===== config.mk =====
export PLATFORM = sky130hd
export DESIGN_NAME = periodic_task_slot_scheduler_flat
export DESIGN_NICKNAME = d
export VERILOG_FILES = /design/src/hw/rtl/pts_pkg.sv /design/src/hw/rtl/pts_in_if.sv /design/src/hw/rtl/pts_out_if.sv /design/src/hw/rtl/pts_ram.sv /design/src/hw/rtl/periodic_task_slot_scheduler.sv /design/src/flat_wrapper.sv
export SDC_FILE = /design/constraint.sdc
export NUM_CORES = 1
export LEC_CHECK = 0
export ABC_AREA = 1
export BUFFER_PORTS_ARGS = -buffer_cell sky130_fd_sc_hd__buf_2
export CAP_MARGIN = 15
export CORE_UTILIZATION = 60
export CTS_CLUSTER_SIZE = 24
export DETAILED_ROUTE_END_ITERATION = 7
export PLACE_DENSITY = 0.78
export SETUP_SLACK_MARGIN = 0.3
export SYNTH_ARGS = -nofsm -noshare
export SYNTH_HDL_FRONTEND = slang
export SYNTH_SLANG_ARGS = --single-unit

===== constraint.sdc =====
create_clock -name clk -period 8 [get_ports clk]
set_clock_uncertainty 0.1 [all_clocks]
set_input_delay 1.2 -clock clk [delete_from_list [all_inputs] [get_ports clk]]
set_output_delay 1.2 -clock clk [all_outputs]
set_load 0.02 [all_outputs]

===== src/hw/rtl/pts_pkg.sv =====
package pts_pkg;

  // Field widths of the input and result beats
  localparam int FUNC_W = 2;
  localparam int IVL_W  = 16;
  localparam int SLOT_W = 3;
  localparam int TICK_W = 16;
  localparam int KIND_W = 3;

  // Default table size
  localparam int DEF_TASK_SLOTS = 8;

  // Operation codes
  localparam logic [FUNC_W-1:0] FUNC_ADD    = 2'd0;
  localparam logic [FUNC_W-1:0] FUNC_REMOVE = 2'd1;
  localparam logic [FUNC_W-1:0] FUNC_EXEC   = 2'd2;

  // Result kinds
  localparam logic [KIND_W-1:0] KIND_ADDED   = 3'd0;
  localparam logic [KIND_W-1:0] KIND_FULL    = 3'd1;
  localparam logic [KIND_W-1:0] KIND_REMOVED = 3'd2;
  localparam logic [KIND_W-1:0] KIND_DUE     = 3'd3;
  localparam logic [KIND_W-1:0] KIND_IDLE    = 3'd4;

endpackage


===== src/hw/rtl/pts_in_if.sv =====
interface pts_in_if import pts_pkg::*; ();
  logic              valid;
  logic              ready;
  logic [FUNC_W-1:0] func;
  logic [IVL_W-1:0]  interval;
  logic [SLOT_W-1:0] slot;
  logic [TICK_W-1:0] now_tick;

  modport source (output valid, func, interval, slot, now_tick, input ready);
  modport sink   (input valid, func, interval, slot, now_tick, output ready);
endinterface


===== src/hw/rtl/pts_out_if.sv =====
interface pts_out_if import pts_pkg::*; ();
  logic              valid;
  logic              ready;
  logic [KIND_W-1:0] kind;
  logic [SLOT_W-1:0] task_slot;
  logic              last;

  modport source (output valid, kind, task_slot, last, input ready);
  modport sink   (input valid, kind, task_slot, last, output ready);
endinterface


===== src/hw/rtl/pts_ram.sv =====
module pts_ram import pts_pkg::*; #(
  parameter int DEPTH = DEF_TASK_SLOTS,
  parameter int AW    = 3,
  parameter int DW    = IVL_W + TICK_W
) (
  input  logic          clk,
  input  logic          we,
  input  logic [AW-1:0] waddr,
  input  logic [DW-1:0] wdata,
  input  logic          re,
  input  logic [AW-1:0] raddr,
  output logic [DW-1:0] rdata
);

  logic [DW-1:0] mem [DEPTH];
  logic [DW-1:0] rdata_r;

  // Write port
  always_ff @(posedge clk) begin
    if (we) begin
      mem[waddr] <= wdata;
    end
  end

  // Registered read port, holds its data while not enabled
  always_ff @(posedge clk) begin
    if (re) begin
      rdata_r <= mem[raddr];
    end
  end

  assign rdata = rdata_r;

endmodule


===== src/hw/rtl/periodic_task_slot_scheduler.sv =====
// Periodic task slot scheduler.
// in_bus carries one command beat: add (interval), remove (slot) or execute
// (now_tick); operation code 3 is dropped without a result. out_bus returns
// result beats (kind, task_slot, last); last marks the final beat of a command.
// Add and remove are taken on accept; the result is registered and shows
// on out_bus the cycle after. Execute walks the slot table in a RAM with one
// read and one write port, one slot per cycle unless a stalled out_bus holds
// the scan. Back-to-back add/remove beats run at one per cycle while out_bus
// takes each result; no new command is taken until an execute has issued its
// final beat.
// A due slot is held in the pend register until the next due slot or the scan
// end, so that last can be set on the final one; a stalled out_bus freezes the
// scan only when a second due beat must leave. in_bus.ready drops during a
// scan and while a result waits with ready low. Reset (rst_n low, synchronous)
// clears all valid bits and the output register; the RAM contents are only
// used for valid slots and need no clearing pass.
module periodic_task_slot_scheduler import pts_pkg::*; #(
  parameter int TASK_SLOTS = DEF_TASK_SLOTS
) (
  input  logic clk,
  input  logic rst_n,
  pts_in_if.sink    in_bus,
  pts_out_if.source out_bus
);

  localparam int IDX_W = (TASK_SLOTS > 1) ? $clog2(TASK_SLOTS) : 1;
  localparam int DW    = IVL_W + TICK_W;
  localparam logic [IDX_W-1:0] LAST_IDX = IDX_W'(TASK_SLOTS - 1);

  localparam logic [1:0] S_IDLE = 2'd0;
  localparam logic [1:0] S_SCAN = 2'd1;

  logic [1:0]            state_r, state_nxt;
  logic [TASK_SLOTS-1:0] valid_r, valid_nxt;
  logic [IDX_W-1:0]      idx_r, idx_nxt;
  logic                  iss_r, iss_nxt;
  logic                  chk_v_r, chk_v_nxt;
  logic [IDX_W-1:0]      chk_idx_r, chk_idx_nxt;
  logic                  pend_v_r, pend_v_nxt;
  logic [IDX_W-1:0]      pend_idx_r, pend_idx_nxt;
  logic [TICK_W-1:0]     now_r, now_nxt;
  logic                  out_valid_r, out_valid_nxt;
  logic [KIND_W-1:0]     out_kind_r, out_kind_nxt;
  logic [SLOT_W-1:0]     out_slot_r, out_slot_nxt;
  logic                  out_last_r, out_last_nxt;

  logic              ram_we, ram_re;
  logic [IDX_W-1:0]  ram_waddr;
  logic [DW-1:0]     ram_wdata, ram_rdata;
  logic [IVL_W-1:0]  rd_ivl;
  logic [TICK_W-1:0] rd_last, delta;

  logic             in_fire, out_free, due, stall, scan_done, advance;
  logic             free_found;
  logic [IDX_W-1:0] free_idx;

  // Lowest free slot
  always_comb begin
    free_found = 1'b0;
    free_idx   = '0;
    for (int i = TASK_SLOTS - 1; i >= 0; i--) begin
      if (!valid_r[i]) begin
        free_found = 1'b1;
        free_idx   = IDX_W'(i);
      end
    end
  end

  // Due check on the slot whose entry the RAM read register holds
  assign rd_ivl  = ram_rdata[DW-1:TICK_W];
  assign rd_last = ram_rdata[TICK_W-1:0];
  assign delta   = now_r - rd_last;
  assign due     = chk_v_r && valid_r[chk_idx_r] && (delta >= rd_ivl);

  assign out_free  = !out_valid_r || out_bus.ready;
  assign in_bus.ready = (state_r == S_IDLE) && out_free;
  assign in_fire   = in_bus.valid && in_bus.ready;
  assign stall     = due && pend_v_r && !out_free;
  assign scan_done = !iss_r && !chk_v_r;
  assign advance   = (state_r == S_SCAN) && !stall && !scan_done;
  assign ram_re    = advance && iss_r;

  // Next-state logic
  always_comb begin
    state_nxt     = state_r;
    valid_nxt     = valid_r;
    idx_nxt       = idx_r;
    iss_nxt       = iss_r;
    chk_v_nxt     = chk_v_r;
    chk_idx_nxt   = chk_idx_r;
    pend_v_nxt    = pend_v_r;
    pend_idx_nxt  = pend_idx_r;
    now_nxt       = now_r;
    out_valid_nxt = out_valid_r && !out_bus.ready;
    out_kind_nxt  = out_kind_r;
    out_slot_nxt  = out_slot_r;
    out_last_nxt  = out_last_r;
    ram_we        = 1'b0;
    ram_waddr     = chk_idx_r;
    ram_wdata     = {rd_ivl, now_r};

    unique case (state_r)
      S_IDLE: begin
        if (in_fire) begin
          unique case (in_bus.func)
            FUNC_ADD: begin
              out_valid_nxt = 1'b1;
              out_last_nxt  = 1'b1;
              if (free_found) begin
                valid_nxt[free_idx] = 1'b1;
                ram_we        = 1'b1;
                ram_waddr     = free_idx;
                ram_wdata     = {in_bus.interval, TICK_W'(0)};
                out_kind_nxt  = KIND_ADDED;
                out_slot_nxt  = SLOT_W'(free_idx);
              end else begin
                out_kind_nxt  = KIND_FULL;
                out_slot_nxt  = '0;
              end
            end
            FUNC_REMOVE: begin
              if (32'(in_bus.slot) < 32'(TASK_SLOTS)) begin
                valid_nxt[IDX_W'(in_bus.slot)] = 1'b0;
              end
              out_valid_nxt = 1'b1;
              out_last_nxt  = 1'b1;
              out_kind_nxt  = KIND_REMOVED;
              out_slot_nxt  = in_bus.slot;
            end
            FUNC_EXEC: begin
              state_nxt  = S_SCAN;
              idx_nxt    = '0;
              iss_nxt    = 1'b1;
              chk_v_nxt  = 1'b0;
              pend_v_nxt = 1'b0;
              now_nxt    = in_bus.now_tick;
            end
            default: begin
              // unused code: dropped
            end
          endcase
        end
      end
      S_SCAN: begin
        if (advance) begin
          // Pipeline: issue read of idx_r, check chk_idx_r
          chk_v_nxt   = iss_r;
          chk_idx_nxt = idx_r;
          if (iss_r) begin
            idx_nxt = idx_r + 1'b1;
            iss_nxt = (idx_r != LAST_IDX);
          end
          if (due) begin
            ram_we       = 1'b1;
            ram_waddr    = chk_idx_r;
            pend_v_nxt   = 1'b1;
            pend_idx_nxt = chk_idx_r;
            if (pend_v_r) begin
              out_valid_nxt = 1'b1;
              out_kind_nxt  = KIND_DUE;
              out_slot_nxt  = SLOT_W'(pend_idx_r);
              out_last_nxt  = 1'b0;
            end
          end
        end else if (scan_done && out_free) begin
          // Final beat of the scan
          out_valid_nxt = 1'b1;
          out_last_nxt  = 1'b1;
          out_kind_nxt  = pend_v_r ? KIND_DUE : KIND_IDLE;
          out_slot_nxt  = pend_v_r ? SLOT_W'(pend_idx_r) : '0;
          pend_v_nxt    = 1'b0;
          state_nxt     = S_IDLE;
        end
      end
      default: begin
        state_nxt = S_IDLE;
      end
    endcase
  end

  // Control registers
  always_ff @(posedge clk) begin
    if (!rst_n) begin
      state_r     <= S_IDLE;
      valid_r     <= '0;
      iss_r       <= 1'b0;
      chk_v_r     <= 1'b0;
      pend_v_r    <= 1'b0;
      out_valid_r <= 1'b0;
    end else begin
      state_r     <= state_nxt;
      valid_r     <= valid_nxt;
      iss_r       <= iss_nxt;
      chk_v_r     <= chk_v_nxt;
      pend_v_r    <= pend_v_nxt;
      out_valid_r <= out_valid_nxt;
    end
  end

  // Payload registers
  always_ff @(posedge clk) begin
    idx_r      <= idx_nxt;
    chk_idx_r  <= chk_idx_nxt;
    pend_idx_r <= pend_idx_nxt;
    now_r      <= now_nxt;
    out_kind_r <= out_kind_nxt;
    out_slot_r <= out_slot_nxt;
    out_last_r <= out_last_nxt;
  end

  // Interval / last-run table
  pts_ram #(
    .DEPTH (TASK_SLOTS),
    .AW    (IDX_W),
    .DW    (DW)
  ) u_ram (
    .clk   (clk),
    .we    (ram_we),
    .waddr (ram_waddr),
    .wdata (ram_wdata),
    .re    (ram_re),
    .raddr (idx_r),
    .rdata (ram_rdata)
  );

  assign out_bus.valid     = out_valid_r;
  assign out_bus.kind      = out_kind_r;
  assign out_bus.task_slot = out_slot_r;
  assign out_bus.last      = out_last_r;

  // A successful add claims exactly one more slot
  a_add_claims: assert property (@(posedge clk) disable iff (!rst_n)
    in_fire && (in_bus.func == FUNC_ADD) && free_found |=>
      $countones(valid_r) == $past($countones(valid_r)) + 1)
    else $error("add did not claim exactly one slot");

  // Valid bits do not move while a scan is in flight
  a_scan_valid_stable: assert property (@(posedge clk) disable iff (!rst_n)
    (state_r == S_SCAN) && $past(state_r == S_SCAN) |-> $stable(valid_r))
    else $error("valid bits changed during scan");

  // Table writes only come from an add or a due slot in the scan
  a_ram_write_src: assert property (@(posedge clk) disable iff (!rst_n)
    ram_we |-> (in_fire && (in_bus.func == FUNC_ADD)) || (advance && due))
    else $error("unexpected table write");

endmodule


===== src/flat_wrapper.sv =====
// flat-port wrapper written by rule: the top's interface ports become plain ports
module periodic_task_slot_scheduler_flat import pts_pkg::*;
#(
  parameter int TASK_SLOTS = DEF_TASK_SLOTS
)
  (clk, rst_n, in_bus_valid, in_bus_func, in_bus_interval, in_bus_slot, in_bus_now_tick, in_bus_ready, out_bus_valid, out_bus_kind, out_bus_task_slot, out_bus_last, out_bus_ready);
  pts_in_if in_bus_i ();
  pts_out_if out_bus_i ();
  input  logic clk;
  input  logic rst_n;
  input wire logic [$bits(in_bus_i.valid)-1:0] in_bus_valid;
  input wire logic [$bits(in_bus_i.func)-1:0] in_bus_func;
  input wire logic [$bits(in_bus_i.interval)-1:0] in_bus_interval;
  input wire logic [$bits(in_bus_i.slot)-1:0] in_bus_slot;
  input wire logic [$bits(in_bus_i.now_tick)-1:0] in_bus_now_tick;
  output wire logic [$bits(in_bus_i.ready)-1:0] in_bus_ready;
  output wire logic [$bits(out_bus_i.valid)-1:0] out_bus_valid;
  output wire logic [$bits(out_bus_i.kind)-1:0] out_bus_kind;
  output wire logic [$bits(out_bus_i.task_slot)-1:0] out_bus_task_slot;
  output wire logic [$bits(out_bus_i.last)-1:0] out_bus_last;
  input wire logic [$bits(out_bus_i.ready)-1:0] out_bus_ready;
  assign in_bus_i.valid = in_bus_valid;
  assign in_bus_i.func = in_bus_func;
  assign in_bus_i.interval = in_bus_interval;
  assign in_bus_i.slot = in_bus_slot;
  assign in_bus_i.now_tick = in_bus_now_tick;
  assign in_bus_ready = in_bus_i.ready;
  assign out_bus_valid = out_bus_i.valid;
  assign out_bus_kind = out_bus_i.kind;
  assign out_bus_task_slot = out_bus_i.task_slot;
  assign out_bus_last = out_bus_i.last;
  assign out_bus_i.ready = out_bus_ready;
  periodic_task_slot_scheduler #(.TASK_SLOTS(TASK_SLOTS)) u_core (.clk(clk), .rst_n(rst_n), .in_bus(in_bus_i), .out_bus(out_bus_i));
endmodule

# After elaboration in Yosys (flattened, before gate mapping)
# Memories as Yosys holds them, arrays and structs flattened. A register that Yosys moved wholly into a read port is not among the register bits.
# Cells that the tools add are included.
# word_totals
mem_bits_rw,256
input_bits,41
output_inout_bits,9
latch_bits,0
register_bits,46
mem_bits_ro,0
elab_cells,173
n_memories,1
# mem_list
memory,depth,width,read_ports,rd_ports_with_merged_regs,write_ports,line_no,source
u_core.u_ram.mem,8,32,1,1,1,pts_ram.sv:15,logic [DW-1:0] mem [DEPTH];
# classes
add_sub_neg,2
muxes,95
n_div,0
n_reduce_logical,37
shifts,0
order_cmp,6
n_eq_ne,16
n_mul,0
n_bitwise,3
# op_table
cell,count
$mux 32,4
$mux 3,29
$mux 1,41
$pmux 3 s2,5
$ge 16x16->1,1
$pmux 8 s2,1
$sub 16x16->16,1
$logic_and 1x1->1,14
$lt 3x4->1 const B,3
$pmux 1 s2,6
$reduce_and 4->1,3
$reduce_and 6->1,2
$reduce_and 5->1,2
$ne 3x2->1 const B,3
$and 8x8->8,1
$mux 2,4
$mux 8,1
$ne 2x1->1 const B,4
$ne 2x2->1 const B,4
$not 8->8,1
$or 8x8->8,1
$logic_not 1->1,7
$demux 1 s3,2
$ge 3x1->1 const B,2
12 further kinds,17

# Logic depth before layout (Yosys ltp)
# Gate-level depths: netlist of run 1.
# logic_depth
ltp_word,15
ltp_mapped,23
mapped_depth_nobuf,23

# By module
# Synthesis of run 1 repeated with hierarchy kept, for this count alone.
# unflattened
hier_cells,1615
hier_area_um2,15638.7
# by_module_without_submodules
module,cells_per_inst,area_per_inst_um2,n_inst,seq_area_each_um2
pts_ram,1156,12192.9,1,8648.3
periodic_task_slot_scheduler,459,3445.8,1,1221.2

# Worst setup path after synthesis of run 1
# OpenSTA, ideal clock, no wires.
# synth_path
kind,register -> register
start,"reg u_core.u_ram.rdata_r[0], in the netlist u_core.u_ram.rdata[0], read port of u_core.u_ram.mem"
end,mem u_core.u_ram.mem[2][0] in the netlist's numbering (enable)
n_path_buf,0
required_time_ns,7.479
synth_period_minus_slack_ns,4.987
stages_incl_launch_ff,23
path_slack_ns,3.013
arrival_ns,4.466
setup_ns,0.421
cell_sequence,edfxtp_1 > ha_1 > fa_1 > nand3b_1 > nand2_1 > a21boi_1 > o21ai_1 > a21boi_1 > o21ai_1 > xor2_1 > inv_1 > ha_1 > nand2_1 > nor2_1 > a21oi_1 > nand2_1 > nand3_1 > nand2_2 > nand2_2 > nand2_1 > nand2_2 > nand3_1 > nor2_1
# synth_via
elab_chain_cells,12
elab_cells_between_ends,13
cone_classes,add/sub: 1; order compare: 1; mux: 5; reduce/logical: 6
# synth_rtl
element,line_no,source
start: declaration,pts_ram.sv:16,logic [DW-1:0] rdata_r;
$sub 16x16->16 (*),periodic_task_slot_scheduler.sv:72,assign delta = now_r - rd_last;
$ge 16x16->1 (*),periodic_task_slot_scheduler.sv:73,assign due = chk_v_r && valid_r[chk_idx_r] && (delta >= rd_ivl);
$logic_and 1x1->1 (*),periodic_task_slot_scheduler.sv:73,
$logic_and 1x1->1 (2 in series),periodic_task_slot_scheduler.sv:78,assign stall = due && pend_v_r && !out_free;
$logic_not 1->1,periodic_task_slot_scheduler.sv:80,assign advance = (state_r == S_SCAN) && !stall && !scan_done;
$logic_and 1x1->1 (2 in series),periodic_task_slot_scheduler.sv:80,
$mux 1 (*),periodic_task_slot_scheduler.sv:145,if (advance) begin
$pmux 1 s2 (*),periodic_task_slot_scheduler.sv:102,unique case (state_r)
$mux 1 (*),pts_ram.sv:20,if (we) begin
$mux 1 (implied by the code) (*),pts_ram.sv:21,mem[waddr] <= wdata;
end: declaration,pts_ram.sv:15,
# Every way passes the cells marked *; elsewhere a longest branch is shown, timed or not.

# Worst setup path in the final report of run 1
# layout_path
start,reg u_core.now_r[0]
end,mem u_core.u_ram.mem[3][26] in the netlist's numbering (enable)
# layout_via
elab_chain_cells,12
elab_cells_between_ends,13
cone_classes,add/sub: 1; order compare: 1; mux: 5; reduce/logical: 6
# layout_rtl
element,line_no,source
start: declaration,periodic_task_slot_scheduler.sv:41,"logic [TICK_W-1:0] now_r, now_nxt;"
start signal: assignment,periodic_task_slot_scheduler.sv:205,now_r <= now_nxt;
$sub 16x16->16 (*),periodic_task_slot_scheduler.sv:72,
$ge 16x16->1 (*),periodic_task_slot_scheduler.sv:73,
$logic_and 1x1->1 (*),periodic_task_slot_scheduler.sv:73,
$logic_and 1x1->1 (2 in series),periodic_task_slot_scheduler.sv:78,
$logic_not 1->1,periodic_task_slot_scheduler.sv:80,
$logic_and 1x1->1 (2 in series),periodic_task_slot_scheduler.sv:80,
$mux 1 (*),periodic_task_slot_scheduler.sv:145,
$pmux 1 s2 (*),periodic_task_slot_scheduler.sv:102,
$mux 1 (*),pts_ram.sv:20,
$mux 1 (implied by the code) (*),pts_ram.sv:21,
# Marked as above.

==> results of run 1 <==
[area by class of cell]
| type | count | share of cell area [%] |
|---|---|---|
| sequential | 333 | 62.1 |
| multi-input combinational | 744 | 24.1 |
| clock buffer | 39 | 5.60 |
| tap | 319 | 2.51 |
| timing repair buffer | 60 | 2.39 |
| inverter | 100 | 2.38 |
| clock inverter | 20 | 0.882 |
[flip-flops by register name, summed over array words and instances (netlist names), 3 cells and up]
signal / flops
u_core.u_ram.mem: 256
u_core.u_ram.rdata: 32
u_core.now_r: 16
u_core.valid_r: 8
u_core.chk_idx_r: 3
u_core.idx_r: 3
u_core.out_bus.kind: 3
u_core.out_bus.task_slot: 3
u_core.pend_idx_r: 3
[layout by cell type (no fill, tap or decap), types with 7 or more instances in the layout]
| master | instances |
|---|---|
| dfxtp_1 | 13 |
| clkinv_1 | 8 |
| o22ai_1 | 32 |
| nand2_1 | 112 |
| xnor2_1 | 7 |
| buf_4 | 8 |
| nor2_1 | 246 |
| inv_1 | 89 |
| clkbuf_16 | 35 |
| clkinv_2 | 8 |
| nand3_1 | 11 |
| xor2_1 | 8 |
| o21ai_0 | 174 |
| a21oi_1 | 34 |
| a31oi_1 | 39 |
| inv_2 | 9 |
| buf_2 | 49 |
| ha_1 | 33 |
| edfxtp_1 | 320 |
| nor2_4 | 10 |
[power by group through the flow]
| stage | sequential, uW | combinational (uW) | clock, uW |
|---|---|---|---|
| 2_1_floorplan | 1960 | 90.9 | 0 |
| 3_3_place_gp | 1960 | 141 | 0 |
| 3_5_place_dp | 1960 | 145 | 0 |
| 4_1_cts | 1930 | 146 | 1490 |
| 5_1_grt | 1930 | 163 | 1550 |
| 6_report | 1930 | 148 | 1480 |
[cells by family after synthesis]
| kind of cell | after synthesis | synth area share [%] |
|---|---|---|
| buf+inv | 155 | 4.23 |
| fa+ha+maj | 34 | 3.04 |
| flops | 333 | 69.3 |
| compound gates | 300 | 11.5 |
| xor+xnor | 15 | 0.922 |
| simple gates | 395 | 11.0 |
[stage by stage]
stage | setup slack (ps) | hold WS [ps]
floorplan | 3010 | 328
global placement | 3110 | 393
detailed placement | 2960 | 393
CTS | 2920 | 402
global route | 2520 | 428
finish | 2900 | 396
[how the worst max path moves through the flow]
| stage | from | end | cells past startpoint |
|---|---|---|---|
| floorplan | u_core.u_ram.rdata[0] | u_core.u_ram.mem[2][0] | 22 |
| global placement | u_core.u_ram.rdata[0] | u_core.u_ram.mem[3][21] | 22 |
| detailed placement | u_core.u_ram.rdata[0] | u_core.u_ram.mem[3][21] | 22 |
| CTS | u_core.u_ram.rdata[0] | u_core.u_ram.mem[3][5] | 22 |
| global route | u_core.now_r[0] | u_core.u_ram.mem[3][26] | 23 |
| finish | u_core.now_r[0] | u_core.u_ram.mem[3][26] | 23 |
[per-layer routing]
layer	vias to the layer above	share of wire, %
li1	4432	-
met1	4465	42
met2	400	47
met3	70	6.8
met4	0	4.2
met5	-	0
[worst max-delay path, cell delays in order, from the launching register on]
cell and delay (ps):
edfxtp_1 350, inv_1 50, ha_1 230, fa_1 470, nand3b_1 170, nand2_1 110
a21boi_1 130, o21ai_1 220, a21boi_1 140, o21ai_1 160, xor2_1 150, inv_1 50
ha_1 280, nand2_1 80, nor2_1 50, a21oi_1 150, nand2_1 110, nand3_1 90
nand2_2 90, nand2_2 130, nand2_1 90, nand2_2 110, nand3_1 220, nor2_4 940
==> flow_summary.toml, run 1 <==
[clocking]
cts_resized = 0
clock_sink_count = 333
holdBufCountCts = 0
clock_insertion_delay_worst_skew_ps = 530
clock_tree.buffer_depth = 3
clkSlewWorstSetupHoldPaths_ps = 60
cts-buffers-inserted = 35
post_cts_setup_inserts = 0
clock-root-buffer = "clkbuf_16"
clock_tree_from_tritoncts = "done"
htree_num_levels = 2

[global_route]
global_route_wire_length_before_repair_mm = 48.0
grtUsageMet2_pct = 42.8
largest_net_degree_at_the_start_of_global_routing = 78
grt-ovfl-total = 0
grt_util_met1_pct = 36.0
groute.layer.met3.usage_pct = 3.78
global_route.peak_usage_layer = "met2"
global_route.usage.total_pct = 26.6
first_global_vias = 8807
grt_antenna_before_repair = 0

[min_path]
worst_hold_path.num_cells = 2
hold-path-endpoint = "u_core.iss_r"
timing.hold.worst.start = "u_core.iss_r"
worstHoldPathType = "flip-flop to flip-flop"

[die]
initial_utilization_pct = 60.9
die_area_sq_um = 24400
io_pins = 50
rows = 56
chipHeight_um = 156
fp.dieW_um = 156
core_area_sq_um = 23400

[synthesis]
number_of_synthesized_flops_with_an_enable_pin = 320
synthDominantCellAreaShare_pct = 67.5
cell_area_after_synthesis_sq_um = 14200
mean_instance_size_in_the_synthesized_netlist_sq_um = 11.6
yosys.area.top_type = "edfxtp_1"
netlist_top_cells_area = "edfxtp_1, nor2_1, o21ai_0"
synthMostInstantiatedCell = "edfxtp_1"
async_set_or_reset_register_ratio_after_synthesis_pct = 0
yosys.cell_types.count = 42
postSynthRegisterBits = 333
synth_top_cells_by_count = "edfxtp_1, nor2_1, o21ai_0"
syn_inst = 1232
syn-num-nets = 1307
synth_flop_cell = "edfxtp_1"
synth.yosys.warnings = 0
seq_area_frac_synth_pct = 69.3

[finish]
antenna_cells_inserted = 0
area_growth_pct = 11.6
area.sequential_sq_um = 9870
final.fill_count = 1655
postLayoutCellArea_sq_um = 15900
finalNetCount = 1349
core_occupancy_in_the_finished_layout_pct = 67.9
final_cell_count_no_fill = 1615
multi_input_comb_area_sq_um = 3840
layout-drive-gt1-share_pct = 10.9

[drt]
drt.antenna.violating_nets = 0
vias = 9367
routed_wire_length_per_instance_um = 19.6
viasPerCell = 5.80
drt-total-wl_mm = 31.7
drc = 0
initialDrtViolationCount = 972
drtPass1Iterations = 6

[place]
dp.cells = 1553
place_hpwl_mm = 19.0
port_buffers = 49
dpl_cell_area_sq_um = 14800
gp_routability_congestion = 0.945

[sta]
finalHoldViolCount = 0
finalWorstPathRequiredPeriod_ps = 5100
grt_setup_unrepaired = "false"
post-route-period-util_pct = 63.8
setup_viol = 0
timing_worst_slew_pin_value_ps = 1170
fmax_mhz = 196
timing.slew.headroom_pct = 21.9
fin_setup_tns_ps = 0
finalMaxSlewViolations = 0

[worst_setup_path]
cells_on_worst_reg2reg_path = 23
register_to_register_setup_slack_ps = 2900
worst_setup_path_end_kind = "flip-flop"
rr_startpoint = "u_core.now_r[0]"
timing.setup.critical_path_class = "flip-flop to flip-flop"
timing.critical_path.fanout_max = 32
worstPathRequired_ps = 8030
worst_ep_arrival_time_ps = 5130
startpoint_type = "flip-flop"
r2r_endpoint = "u_core.u_ram.mem[3][26]"

[status]
status = "finished clean"

[power_and_ir_drop]
clock_power_share_pct = 41.6
comb_power_share_pct = 4.2
leakage_uw = 0.00569
sequential_share_of_power_pct = 54.3
power.net_switching_uw = 751
swShare_pct = 21.1
internal_power_uw = 2800
totalPowerFinal_uw = 3550
peakVddDrop_v = 0.000180
powerDensity_nw_per_um2 = 223

[run]
drv_cap = 0
(Power assumes the default switching activity.)
==> run 2, diff against run 1 <==
Settings changed: ABC_AREA 1 to 0.
Clock period 8 ns to 5.2 ns, I/O delays scaled along.
==> run 2 against run 1 <==
Against the previous run:
- hold slack worse by 51 ps
- sequential share of layout area is 0.87 points lower
- largest power group unchanged
- die area fell by 1.2%
- area after synthesis is 1.2% lower
- register-to-register slack worse by 2400 ps
- critical path type unchanged
- via count is 16% lower
- sequential cell count unchanged
- combinational power grew 48%
- global-route usage is 0.94 points lower
==> flow_summary.toml, run 2 <==
[run]
drv_cap = 0

[min_path]
worstHoldPathType = "input pin to flip-flop"
worst_hold_path.num_cells = 1

[worst_setup_path]
startpoint_type = "flip-flop"
worstPathBufferInverterCount = 4
worst_ep_arrival_time_ps = 4840
cells_on_worst_reg2reg_path = 17
timing.critical_path.fanout_max = 8
cpMostUsedCell = "buf_4"
timing.setup.critical_path_class = "flip-flop to flip-flop"
timing.critical_path.depth = 17
worst_setup_path_end_kind = "flip-flop"
largest_stage_delay_on_the_critical_path_ps = 520
worstPathRequired_ps = 5320
cp_top_family = "compound AO/OA/AOI/OAI gates"
slowest_stage = "or4_4"
cell_chain_of_the_critical_path = "inv_1 > ha_4 > or4_4 > o211ai_2 > a21oi_2 > o311a_4 > or4b_1 > nand3_1 > ha_1 > a21o_1 > a2111oi_1 > o21ai_1 > buf_4 > a41oi_1 > buf_4 > and2_4 > clkbuf_16"

[synthesis]
synth_flop_cell = "edfxtp_1"
syn_inst = 809
synthMostInstantiatedCell = "edfxtp_1"
number_of_synthesized_flops_with_an_enable_pin = 320
postSynthRegisterBits = 333
synth.yosys.warnings = 0
syn-num-nets = 884
netlist_top_cells_area = "edfxtp_1, mux4_2, ha_1"
cell_area_after_synthesis_sq_um = 14100
yosys.area.top_type = "edfxtp_1"
yosys.cell_types.count = 66
async_set_or_reset_register_ratio_after_synthesis_pct = 0
seq_area_frac_synth_pct = 70.1
mean_instance_size_in_the_synthesized_netlist_sq_um = 17.4
synthDominantCellAreaShare_pct = 68.3
synth_top_cells_by_count = "edfxtp_1, mux4_2, inv_1"

[power_and_ir_drop]
leakage_uw = 0.00548
powerDensity_nw_per_um2 = 347
peakVddDrop_v = 0.000304
totalPowerFinal_uw = 5600

[finish]
layout-drive-gt1-share_pct = 28.2
finalNetCount = 976
layout.cells.most_common = "edfxtp_1"
regMostFlops = "u_core.u_ram.mem"
area_growth_pct = 14.6
largest_register_ffs = 256
mostFrequentLayoutCells = "edfxtp_1, mux4_2, buf_2"
core_occupancy_in_the_finished_layout_pct = 70.6
antenna_cells_inserted = 0

[die]
chipHeight_um = 155
die_area_sq_um = 24100
rows = 55
fp.dieW_um = 155
initial_utilization_pct = 61.6
io_pins = 50
core_area_sq_um = 22800

[drt]
drc = 0
routed_wire_length_per_instance_um = 24.4
initialDrtViolationCount = 720
drtPass1Iterations = 4
drt.antenna.violating_nets = 0
drt-total-wl_mm = 30.3
vias = 7826
viasPerCell = 6.32

[sta]
timing_worst_slew_pin_value_ps = 1080
finalHoldViolCount = 0
grt_setup_unrepaired = "false"
setup_viol = 0
finalWorstPathRequiredPeriod_ps = 4720
final.hold.worst_slack_ps = 345
fmax_mhz = 212
finalMaxSlewViolations = 0
post-route-period-util_pct = 90.8
timing.slew.headroom_pct = 28.2

[global_route]
global_route.usage.total_pct = 25.7
groute.layer.met3.usage_pct = 3.62
largest_net_degree_at_the_start_of_global_routing = 67
grt-ovfl-total = 0
grt_util_met1_pct = 35.1
global_route_wire_length_before_repair_mm = 45.4
grt_antenna_before_repair = 0
first_global_vias = 7868
grtUsageMet2_pct = 43.3
global_route.peak_usage_layer = "met2"

[place]
gp_routability_congestion = 0.898
port_buffers = 49
place_hpwl_mm = 18.6

[clocking]
cts-buffers-inserted = 34
clock_insertion_delay_worst_skew_ps = 510
clock_sink_count = 333
htree_num_levels = 2
clock-root-buffer = "clkbuf_16"
clock_tree.buffer_depth = 3
clock_tree_from_tritoncts = "done"
clkSlewWorstSetupHoldPaths_ps = 60

[status]
status = "finished clean"
run 2: cell types whose count changed after synthesis, sizes merged, moves of 30 or more:
cell | before | now
inv | 99 | 40
nor2 | 258 | 29
o22ai | 32 | 0
mux2 | 0 | 35
mux4 | 0 | 66
nand2 | 115 | 39
a31oi | 39 | 9
o21ai | 181 | 32
run 2: worst paths after layout:
| kind | slack [ps] | end | start |
|---|---|---|---|
| max | 480 | u_core.u_ram.rdata[26] | u_core.u_ram.rdata[4] |
| min | 350 | u_core.now_r[14] | in_bus_now_tick[14] |
| max reg2reg | 480 | u_core.u_ram.rdata[26] | u_core.u_ram.rdata[4] |
| min reg2reg | 390 | u_core.pend_idx_r[2] | u_core.chk_idx_r[2] |
run 2: cells by family after synthesis:
family | share of synthesized area [%]
buf+inv | 1.89
simple gates | 5.69
xor+xnor | 0.560
fa+ha+maj | 3.08
mux | 13.5
compound gates | 5.12
flops | 70.1
run 2: cell type report:
class / instances / area (sq um)
inverter: 41 / 154
clock inverter: 21 / 211
timing repair buffer: 84 / 576
tap: 313 / 392
fill: 1435 / 6720
sequential: 333 / 9870
multi-input combinational: 407 / 4030
clock buffer: 40 / 895
run 2: repair_timing:
action	CTS	global route
gates cloned	0	3
setup endpoints to repair	20	239
buffers inserted	0	7
pin swaps	1	4
resized for setup	0	5
hold buffers	0	0
run 2: routing by layer:
| metal | share of wire (%) | routed length (um) |
|---|---|---|
| met1 | 41 | 12300 |
| met2 | 50 | 15200 |
| met3 | 6.6 | 1990 |
| met4 | 2.5 | 760 |
| met5 | 0 | 0 |
run 2: power breakdown:
part | switching (uW) | leakage, uW | internal, uW
Combinational | 130 | 0.00196 | 89.4
Sequential | 10.4 | 0.00300 | 2950
Clock | 983 | 0.000523 | 1430
run 2: stage by stage:
stage / instance area [sq um] / setup TNS [ps] / cells / setup WS, ps
final: 16100 / 0 / 1239 / 477
after global routing: 16100 / 0 / 1239 / 352
after CTS: 16000 / 0 / 1229 / 310
after detailed placement: 14900 / 0 / 1168 / 303
after global placement: 14900 / 0 / 1168 / 400
after floorplan: 14100 / -81850 / 809 / -639
